## config.mk

```make
export PLATFORM = sky130hd
export DESIGN_NAME = preemptive_priority_scheduler
export DESIGN_NICKNAME = d
export VERILOG_FILES = /design/src/design/pps_pkg.sv /design/src/design/pps_cell.sv /design/src/design/pps_chain.sv /design/src/design/preemptive_priority_scheduler.sv
export VERILOG_INCLUDE_DIRS = /design/src /design/src/design
export SDC_FILE = /design/constraint.sdc
export NUM_CORES = 2
export LEC_CHECK = 0
export BUFFER_PORTS_ARGS = -buffer_cell sky130_fd_sc_hd__buf_2
export CORE_ASPECT_RATIO = 1.5
export CORE_MARGIN = 2
export CORE_UTILIZATION = 65
export DETAILED_ROUTE_END_ITERATION = 10
export PLACE_DENSITY = 0.84
export SLEW_MARGIN = 10
export SYNTH_ARGS = -nofsm -noshare
export SYNTH_HDL_FRONTEND = slang
export SYNTH_SLANG_ARGS = --single-unit
```

## constraint.sdc

```tcl
create_clock -name i_clk -period 11.3 [get_ports i_clk]
set_input_delay 1.695 -clock i_clk [delete_from_list [all_inputs] [get_ports i_clk]]
set_output_delay 1.695 -clock i_clk [all_outputs]
set_load 0.005 [all_outputs]
```

## src/design/assert_macros.svh

```systemverilog
// Assertion macros shared by the scheduler RTL.
`ifndef ASSERT_MACROS_SVH
`define ASSERT_MACROS_SVH

`ifndef SYNTHESIS
// Same-cycle implication, sampled on i_clk and disabled while in reset.
`define PPS_ASSERT_IMP(lbl, ante, cons, msg) \
    lbl: assert property (@(posedge i_clk) disable iff (!i_rst_n) (ante) |-> (cons)) \
        else $error(msg);
// Next-cycle implication, sampled on i_clk and disabled while in reset.
`define PPS_ASSERT_NXT(lbl, ante, cons, msg) \
    lbl: assert property (@(posedge i_clk) disable iff (!i_rst_n) (ante) |=> (cons)) \
        else $error(msg);
`else
`define PPS_ASSERT_IMP(lbl, ante, cons, msg)
`define PPS_ASSERT_NXT(lbl, ante, cons, msg)
`endif

`endif

```

## src/design/pps_pkg.sv

```systemverilog
// Package with sizes, codes and shared types of the priority scheduler.
package pps_pkg;

    localparam int MAX_TASKS = 16;
    localparam int TIME_BITS = 16;
    localparam int PRIO_BITS = 8;
    localparam int IDX_W     = (MAX_TASKS > 1) ? $clog2(MAX_TASKS) : 1;

    // Widths of the port fields.
    localparam int FIELD_SLOT_W = 4;
    localparam int FIELD_TIME_W = 16;
    localparam int FIELD_PRIO_W = 8;

    localparam logic [TIME_BITS-1:0] TIME_MAX = {TIME_BITS{1'b1}};

    localparam logic CMD_LOAD = 1'b0;
    localparam logic CMD_TICK = 1'b1;

    typedef enum logic [2:0] {
        ST_IDLE,
        ST_LOAD,
        ST_SCAN,
        ST_TAT,
        ST_OUT
    } t_state;

    // Best candidate so far, handed from cell to cell.
    typedef struct packed {
        logic                 have;
        logic [IDX_W-1:0]     idx;
        logic [PRIO_BITS-1:0] prio;
        logic [TIME_BITS-1:0] arrival;
        logic [TIME_BITS-1:0] burst;
        logic [TIME_BITS-1:0] rem;
    } t_cand;

    // Write of one task entry.
    typedef struct packed {
        logic                    en;
        logic [FIELD_SLOT_W-1:0] slot;
        logic [TIME_BITS-1:0]    arrival;
        logic [PRIO_BITS-1:0]    prio;
        logic [TIME_BITS-1:0]    burst;
    } t_load;

    // One unit of service granted to the winning slot.
    typedef struct packed {
        logic             en;
        logic [IDX_W-1:0] idx;
    } t_upd;

endpackage

```

## src/design/pps_cell.sv

```systemverilog
// One task slot: holds its entry and merges itself into the passing candidate.
module pps_cell (
    input  logic                          i_clk,
    input  logic                          i_rst_n,
    input  logic [pps_pkg::IDX_W-1:0]     i_idx,
    input  logic                          i_wr,
    input  pps_pkg::t_load                i_load,
    input  pps_pkg::t_upd                 i_upd,
    input  logic [pps_pkg::TIME_BITS-1:0] i_now,
    input  logic                          i_go,
    input  pps_pkg::t_cand                i_cand,
    output logic                          o_go,
    output pps_pkg::t_cand                o_cand,
    output logic                          o_pending
);

    logic                          r_valid;
    logic                          r_done;
    logic [pps_pkg::TIME_BITS-1:0] r_arrival;
    logic [pps_pkg::PRIO_BITS-1:0] r_prio;
    logic [pps_pkg::TIME_BITS-1:0] r_burst;
    logic [pps_pkg::TIME_BITS-1:0] r_rem;
    logic                          r_go;
    pps_pkg::t_cand                r_cand;
    pps_pkg::t_cand                n_cand;

    logic hit;
    logic eligible;
    logic better;

    assign hit      = i_upd.en && (i_upd.idx == i_idx);
    assign eligible = r_valid && !r_done && (r_arrival <= i_now);
    assign better   = !i_cand.have || (r_prio < i_cand.prio) ||
                      ((r_prio == i_cand.prio) && (r_arrival < i_cand.arrival));

    always_comb begin
        n_cand = i_cand;
        if (eligible && better) begin
            n_cand.have    = 1'b1;
            n_cand.idx     = i_idx;
            n_cand.prio    = r_prio;
            n_cand.arrival = r_arrival;
            n_cand.burst   = r_burst;
            n_cand.rem     = r_rem;
        end
    end

    always_ff @(posedge i_clk) begin
        if (!i_rst_n) begin
            r_valid <= 1'b0;
            r_done  <= 1'b0;
            r_go    <= 1'b0;
        end else begin
            r_go <= i_go;
            if (i_wr) begin
                r_valid <= 1'b1;
                r_done  <= 1'b0;
            end else if (hit && (r_rem <= pps_pkg::TIME_BITS'(1))) begin
                r_done <= 1'b1;
            end
        end
    end

    always_ff @(posedge i_clk) begin
        r_cand <= n_cand;
        if (i_wr) begin
            r_arrival <= i_load.arrival;
            r_prio    <= i_load.prio;
            r_burst   <= i_load.burst;
            r_rem     <= i_load.burst;
        end else if (hit && (r_rem != '0)) begin
            r_rem <= r_rem - pps_pkg::TIME_BITS'(1);
        end
    end

    assign o_go      = r_go;
    assign o_cand    = r_cand;
    assign o_pending = r_valid && !r_done;

endmodule

```

## src/design/pps_chain.sv

```systemverilog
// Row of task cells through which the selection candidate travels.
module pps_chain (
    input  logic                          i_clk,
    input  logic                          i_rst_n,
    input  pps_pkg::t_load                i_load,
    input  pps_pkg::t_upd                 i_upd,
    input  logic [pps_pkg::TIME_BITS-1:0] i_now,
    input  logic                          i_go,
    output logic                          o_go,
    output pps_pkg::t_cand                o_cand,
    output logic                          o_any_pending
);

    logic                   go_link   [pps_pkg::MAX_TASKS+1];
    pps_pkg::t_cand         cand_link [pps_pkg::MAX_TASKS+1];
    logic [pps_pkg::MAX_TASKS-1:0] pending;

    // The head of the row sees an empty candidate.
    assign go_link[0]   = i_go;
    assign cand_link[0] = '0;

    for (genvar k = 0; k < pps_pkg::MAX_TASKS; k++) begin : g_cell
        logic wr;
        assign wr = i_load.en && (32'(i_load.slot) == 32'(k));

        pps_cell u_cell (
            .i_clk     (i_clk),
            .i_rst_n   (i_rst_n),
            .i_idx     (pps_pkg::IDX_W'(k)),
            .i_wr      (wr),
            .i_load    (i_load),
            .i_upd     (i_upd),
            .i_now     (i_now),
            .i_go      (go_link[k]),
            .i_cand    (cand_link[k]),
            .o_go      (go_link[k+1]),
            .o_cand    (cand_link[k+1]),
            .o_pending (pending[k])
        );
    end

    assign o_go          = go_link[pps_pkg::MAX_TASKS];
    assign o_cand        = cand_link[pps_pkg::MAX_TASKS];
    assign o_any_pending = |pending;

endmodule

```

## src/design/preemptive_priority_scheduler.sv

```systemverilog
// Top level of the preemptive priority scheduler: command port, control and results.
//
//  Channel   Ports                                              Handshake
//  --------  -------------------------------------------------  -------------------------
//  command   i_command i_slot i_arrival i_prio i_burst          start high, busy low
//  result    o_load_error o_idle o_running_slot o_finished      o_strobe for one cycle
//            o_finish_time o_turnaround o_waiting o_all_done
//            o_tick_time
//
// A load beat passes the LOAD state, which sets the result registers and the strobe.
// A tick beat walks the candidate through the row of slot cells one cell per cycle;
// then the SCAN state serves the winner and advances time, the TAT state forms the
// turnaround, and the OUT state forms the waiting time and the result registers.
// Reset (i_rst_n low at a clock edge) empties every slot and sets time to zero.
// The receiver cannot stall; busy stays high from acceptance until the result is set.
//
// Every slot lives in its own cell. On a tick an empty candidate enters the first cell
// and each cell replaces it with its own entry when that entry is eligible (loaded, not
// finished, arrived by the current time) and beats the candidate: lower priority value,
// then earlier arrival. Strict comparisons keep the lower slot on a full tie, since lower
// slots are visited first. The candidate leaving the last cell is the winner.
`include "assert_macros.svh"

module preemptive_priority_scheduler (
    input  logic                                 i_clk,
    input  logic                                 i_rst_n,
    input  logic                                 start,
    output logic                                 busy,
    input  logic                                 i_command,
    input  logic [pps_pkg::FIELD_SLOT_W-1:0]     i_slot,
    input  logic [pps_pkg::FIELD_TIME_W-1:0]     i_arrival,
    input  logic [pps_pkg::FIELD_PRIO_W-1:0]     i_prio,
    input  logic [pps_pkg::FIELD_TIME_W-1:0]     i_burst,
    output logic                                 o_strobe,
    output logic                                 o_load_error,
    output logic                                 o_idle,
    output logic [pps_pkg::FIELD_SLOT_W-1:0]     o_running_slot,
    output logic                                 o_finished,
    output logic [pps_pkg::FIELD_TIME_W-1:0]     o_finish_time,
    output logic [pps_pkg::FIELD_TIME_W-1:0]     o_turnaround,
    output logic [pps_pkg::FIELD_TIME_W-1:0]     o_waiting,
    output logic                                 o_all_done,
    output logic [pps_pkg::FIELD_TIME_W-1:0]     o_tick_time
);

    pps_pkg::t_state r_state;
    pps_pkg::t_state n_state;

    // Scheduler time and the winner of the current tick.
    logic [pps_pkg::TIME_BITS-1:0] r_now;
    logic [pps_pkg::TIME_BITS-1:0] now_next;
    logic                          r_err;
    logic                          r_have;
    logic                          r_fin;
    logic [pps_pkg::IDX_W-1:0]     r_idx;
    logic [pps_pkg::TIME_BITS-1:0] r_arr;
    logic [pps_pkg::TIME_BITS-1:0] r_bst;
    logic [pps_pkg::TIME_BITS-1:0] r_tat;

    // Result registers.
    logic                               r_strobe;
    logic                               r_out_err;
    logic                               r_out_idle;
    logic [pps_pkg::FIELD_SLOT_W-1:0]   r_out_slot;
    logic                               r_out_fin;
    logic [pps_pkg::FIELD_TIME_W-1:0]   r_out_ft;
    logic [pps_pkg::FIELD_TIME_W-1:0]   r_out_tat;
    logic [pps_pkg::FIELD_TIME_W-1:0]   r_out_wt;
    logic                               r_out_all;
    logic [pps_pkg::FIELD_TIME_W-1:0]   r_out_time;

    logic                          accept;
    logic                          is_tick;
    logic                          burst_zero;
    logic                          serve;
    logic [pps_pkg::TIME_BITS-1:0] wait_diff;
    logic                          wait_ok;
    pps_pkg::t_load                load;
    pps_pkg::t_upd                 upd;
    logic                          chain_go;
    pps_pkg::t_cand                chain_cand;
    logic                          any_pending;

    assign busy       = (r_state != pps_pkg::ST_IDLE);
    assign accept     = start && !busy;
    assign is_tick    = (i_command == pps_pkg::CMD_TICK);
    assign burst_zero = (pps_pkg::TIME_BITS'(i_burst) == '0);

    assign load.en      = accept && !is_tick && !burst_zero;
    assign load.slot    = i_slot;
    assign load.arrival = pps_pkg::TIME_BITS'(i_arrival);
    assign load.prio    = pps_pkg::PRIO_BITS'(i_prio);
    assign load.burst   = pps_pkg::TIME_BITS'(i_burst);

    // The winner leaves the row in this cycle; it is served at the coming edge.
    assign serve    = (r_state == pps_pkg::ST_SCAN) && chain_go;
    assign upd.en   = serve && chain_cand.have;
    assign upd.idx  = chain_cand.idx;
    assign now_next = (r_now == pps_pkg::TIME_MAX) ? r_now : r_now + pps_pkg::TIME_BITS'(1);

    // Saturated time can leave the turnaround below the burst; waiting then reads zero.
    assign wait_ok   = (r_tat >= r_bst);
    assign wait_diff = r_tat - r_bst;

    pps_chain u_chain (
        .i_clk         (i_clk),
        .i_rst_n       (i_rst_n),
        .i_load        (load),
        .i_upd         (upd),
        .i_now         (r_now),
        .i_go          (accept && is_tick),
        .o_go          (chain_go),
        .o_cand        (chain_cand),
        .o_any_pending (any_pending)
    );

    always_comb begin
        n_state = r_state;
        unique case (r_state)
            pps_pkg::ST_IDLE: begin
                if (accept) begin
                    n_state = is_tick ? pps_pkg::ST_SCAN : pps_pkg::ST_LOAD;
                end
            end
            pps_pkg::ST_LOAD: n_state = pps_pkg::ST_IDLE;
            pps_pkg::ST_SCAN: begin
                if (chain_go) begin
                    n_state = pps_pkg::ST_TAT;
                end
            end
            pps_pkg::ST_TAT:  n_state = pps_pkg::ST_OUT;
            pps_pkg::ST_OUT:  n_state = pps_pkg::ST_IDLE;
            default:          n_state = pps_pkg::ST_IDLE;
        endcase
    end

    always_ff @(posedge i_clk) begin
        if (!i_rst_n) begin
            r_state  <= pps_pkg::ST_IDLE;
            r_now    <= '0;
            r_strobe <= 1'b0;
        end else begin
            r_state  <= n_state;
            r_strobe <= (r_state == pps_pkg::ST_LOAD) || (r_state == pps_pkg::ST_OUT);
            if (serve) begin
                r_now <= now_next;
            end
        end
    end

    always_ff @(posedge i_clk) begin
        if (accept) begin
            r_err <= !is_tick && burst_zero;
        end
        if (serve) begin
            r_have <= chain_cand.have;
            r_fin  <= chain_cand.have && (chain_cand.rem <= pps_pkg::TIME_BITS'(1));
            r_idx  <= chain_cand.idx;
            r_arr  <= chain_cand.arrival;
            r_bst  <= chain_cand.burst;
        end
        if (r_state == pps_pkg::ST_TAT) begin
            r_tat <= r_now - r_arr;
        end
        if (r_state == pps_pkg::ST_LOAD) begin
            r_out_err  <= r_err;
            r_out_idle <= 1'b0;
            r_out_slot <= '0;
            r_out_fin  <= 1'b0;
            r_out_ft   <= '0;
            r_out_tat  <= '0;
            r_out_wt   <= '0;
            r_out_all  <= !any_pending;
            r_out_time <= pps_pkg::FIELD_TIME_W'(r_now);
        end else if (r_state == pps_pkg::ST_OUT) begin
            r_out_err  <= 1'b0;
            r_out_idle <= !r_have;
            r_out_slot <= r_have ? pps_pkg::FIELD_SLOT_W'(r_idx) : '0;
            r_out_fin  <= r_fin;
            r_out_ft   <= r_fin ? pps_pkg::FIELD_TIME_W'(r_now) : '0;
            r_out_tat  <= r_fin ? pps_pkg::FIELD_TIME_W'(r_tat) : '0;
            r_out_wt   <= (r_fin && wait_ok) ? pps_pkg::FIELD_TIME_W'(wait_diff) : '0;
            r_out_all  <= !any_pending;
            r_out_time <= pps_pkg::FIELD_TIME_W'(r_now);
        end
    end

    assign o_strobe       = r_strobe;
    assign o_load_error   = r_out_err;
    assign o_idle         = r_out_idle;
    assign o_running_slot = r_out_slot;
    assign o_finished     = r_out_fin;
    assign o_finish_time  = r_out_ft;
    assign o_turnaround   = r_out_tat;
    assign o_waiting      = r_out_wt;
    assign o_all_done     = r_out_all;
    assign o_tick_time    = r_out_time;

    `PPS_ASSERT_NXT(a_accept_busy, accept, busy, "accepted beat did not raise busy")
    `PPS_ASSERT_NXT(a_strobe_single, r_strobe, !r_strobe, "result strobe held two cycles")
    `PPS_ASSERT_IMP(a_idle_no_slot, r_strobe && r_out_idle, (r_out_slot == '0) && !r_out_fin, "idle tick reported a served slot")
    `PPS_ASSERT_IMP(a_err_is_load, r_strobe && r_out_err, !r_out_idle && !r_out_fin, "load error mixed with tick result")

endmodule
```

==> results by group <==
Drt
  – Via count: 54500
  – Residual DRC: 0
  – DR iter-0 viols: around 4800
  – WL final: 210000 um
  – WL/cell: between 20 and 25 um
  – Drt pass-1 iters: 6
  – Final ANT Viol Nets: 0
  – DR vias/cell: 6.17

Floorplanning
  – Num rows: 163
  – Core region area: 132000 sq um
  – Die area: 135000 sq um
  – Die height: 450 um
  – Die width: between 300 and 400 um
  – Io pins: 122
  – Initial Util: 0.654

Power
  – Comb pwr share: 0.022
  – Worst VDD drop: 0.173 mV
  – Leak Pwr: 35.7 nW
  – NetSw: 3.05 mW
  – Power Density: 154 nW/um^2
  – Sequential power share: 0.537
  – Clock share of power: 0.441
  – Pwr Total: 14.5 mW
  – Pint: 11.5 mW
  – Sw frac: 0.210

Global route
  – Vias in the first global route: 56500
  – Global-route wire length before repair: 322000 um
  – Gr usage total: 0.310
  – Initial antenna violation count: 3
  – Largest net degree at the start of global routing: 76
  – Gr ovfl total: 0

Synth
  – Top FF cell, synth: dfxtp_1
  – Post-Synth Adder-Cell Area: 0.0971
  – Mux share of post-synthesis cell area: 0.107
  – Syn Nets: 7497
  – Synth Instances: ~6800
  – Synth async-reset ratio: 0
  – Mean Syn Cell Area: 12.7 sq um
  – Yosys reg bits: 2028
  – Yosys warns: 0
  – Cell area after synthesis: ~86000 sq um
  – Register area share after synthesis: 0.584
  – Top post-synthesis cells by area: edfxtp_1 (34%), dfxtp_1 (25%), mux2_2 (10%)
  – Post-synth EDFFs: 969
  – Cell variety after synth: a little under 80
  – Post-synth top area share: 0.338
  – Area fraction in compound gates after synthesis: 0.0701
  – Largest family of logic cells by synthesized area: multiplexers
  – XOR/XNOR Fraction of Synth Area: 0.0243
  – Area leader, netlist: edfxtp_1
  – Simple-gate share of the synthesized area: 0.0831

Placement
  – Dpl cell area: 88300 sq um
  – DPL Wire Length: 140000 um
  – Placement Setup Slack: 5580 ps
  – IO Port Bufs: 121
  – Placer Congestion: 0.923
  – Placed Cells incl. Taps: 8495

STA
  – Worst Tran Pin Value: 1190 ps
  – Setup TNS: 0 ps
  – Max_slew headroom: 0.204
  – Max-slew violation count: 0
  – Final hold violation count: 0
  – Final setup fails: 0
  – Minimum clock period: 4960 ps
  – RSZ-0062 raised after global routing: false
  – Clock Skews: 28.3 ps
  – Worst setup margin: between 6000 and 7000 ps
  – Hold_ws: 402 ps
  – F_max: around 0.2 GHz
  – Period utilization: 0.439

Finish
  – Layout filler cell count: 8406
  – Final Instance Area: 94600 sq um
  – Finished Layout Cells: 8832
  – Storage cell area: 50300 sq um
  – Share of cells above drive strength 1: 0.193
  – # nets final: 7658
  – Multi-input logic area: about 33000 sq um
  – Commonest non-fill, non-tap cells in the layout: dfxtp_1 (1059), edfxtp_1 (969), mux2_2 (792), ha_1 (665), inv_1 (467)
  – Area growth from synthesis to layout: 9.85%
  – Post-Route Utilization: 0.719
  – Most common cell after layout, fill and taps aside: dfxtp_1

CTS
  – CTS tree: yes
  – CTS buffer count: 178
  – Post-CTS sizing: 0
  – Clk sinks: 2028
  – CTS H-tree lvls: 4
  – Cts hold-fix bufs: 0
  – Post CTS Setup Buffer Count: 0
  – Root buf cell: clkbuf_16
  – CTS Buffer Depth: 3
  – Worst-skew pair later-pin latency: 820 ps
  – Clk pin slew, worst setup/hold paths: around 70 ps

Worst setup path
  – Setup crit start kind: input pin
  – Crit-path max FO: 67
  – Setup crit end kind: register
  – Worst Path Arrival: 5390 ps
  – Kind of critical path: input pin to register
  – CP required: between 10000 and 15000 ps

Worst hold path
  – Hold Crit Class: register to register

Outcome
  – Outcome: complete, no violations

Flow run
  – Max-Cap Viols: 0
## critical path, cell delays in order
cell and delay [ps]:
buf_2 710, nor4_1 120, nand4_1 180, and3_1 460, nand2b_1 150, or3_1 580, clkinv_2 850, a21o_1 590
## synth_stat cells (6+ instances only)
cell type	count
a2111oi_0	27
a211oi_1	33
a21o_1	90
a21oi_1	278
a22o_1	53
a22oi_2	9
a31oi_1	37
and2_1	77
and3_1	21
and4_1	12
buf_1	11
buf_2	93
buf_4	17
buf_6	18
clkbuf_1	66
dfxtp_1	1059
edfxtp_1	969
ha_1	665
inv_1	471
mux2_1	26
mux2_2	792
nand2_1	310
nand2b_1	65
nand3_1	76
nand3b_1	6
nand4_1	122
nor2_1	276
nor2b_1	78
nor3_1	127
nor4_1	53
nor4_2	6
o2111ai_1	13
o211ai_1	41
o21a_1	31
o21ai_0	264
o21ai_1	12
o31ai_1	27
o41ai_1	10
or2_2	50
or3_1	33
or4_1	37
xnor2_1	182
xor2_1	57
## cell type report
type,count,area share
diodes,1,0.0000265
well taps,1732,0.0229
repair buffers,186,0.0116
inverters,480,0.0191
flip-flops and latches,2028,0.532
clock inverters,87,0.0111
clock buffers,249,0.0549
multi-input cells,4069,0.349
## cell families after synthesis
group / Yosys count
buffers and inverters: 685
AO/OA/AOI/OAI: 962
adder cells (fa/ha/maj): 667
XOR/XNOR: 239
AND/OR/NAND/NOR: 1379
multiplexers: 822
flip-flops: 2028
## metal layers
metal | up-vias | part of all wire | global-route usage
met4 | 0 | 0.056 | 0.159
met1 | 26800 | 0.37 | 0.361
li1 | 24900 | - | -
met2 | 2199 | 0.51 | 0.554
met5 | - | 0 | 0
met3 | 641 | 0.061 | 0.0399
## path summary, 6_finish.rpt
| kind | cells after the start | slack [ps] | end | startpoint |
|---|---|---|---|---|
| worst min register to register | 0 | 400 | r_arr[12] | u_chain.g_cell[15].u_cell.o_cand[44] |
| worst max register to register | 7 | 6790 | u_chain.g_cell[10].u_cell.o_cand[7] | r_now[13] |
| worst min-delay path | 0 | 400 | r_arr[12] | u_chain.g_cell[15].u_cell.o_cand[44] |
| worst max-delay path | 8 | 6340 | u_chain.g_cell[13].u_cell.r_rem[4] | i_burst[11] |
## power groups by stage
stage	combinational, mW	clock [mW]	sequential, mW
detailed placement	0.317	0	7.97
floorplan	0.170	0	7.95
global route	0.344	6.73	7.81
global placement	0.306	0	7.96
CTS	0.321	6.46	7.81
finish	0.324	6.41	7.81
## sequential cells by signal, indices dropped and copies added, names as in the netlist, 3 cells and up
register	cells
u_chain.g_cell.u_cell.r_arrival	256
r_idx	4
u_chain.g_cell.u_cell.r_prio	128
u_chain.g_cell.u_cell.r_valid	16
o_finish_time	16
o_waiting	16
u_chain.g_cell.u_cell.r_burst	256
r_bst	16
u_chain.g_cell.u_cell.r_done	16
o_tick_time	16
u_chain.g_cell.u_cell.o_go	16
r_arr	16
r_now	16
u_chain.g_cell.u_cell.r_rem	256
r_tat	16
o_running_slot	4
u_chain.g_cell.u_cell.o_cand	937
o_turnaround	16
r_state	3
Note: power is estimated with default switching activity, not from simulation.
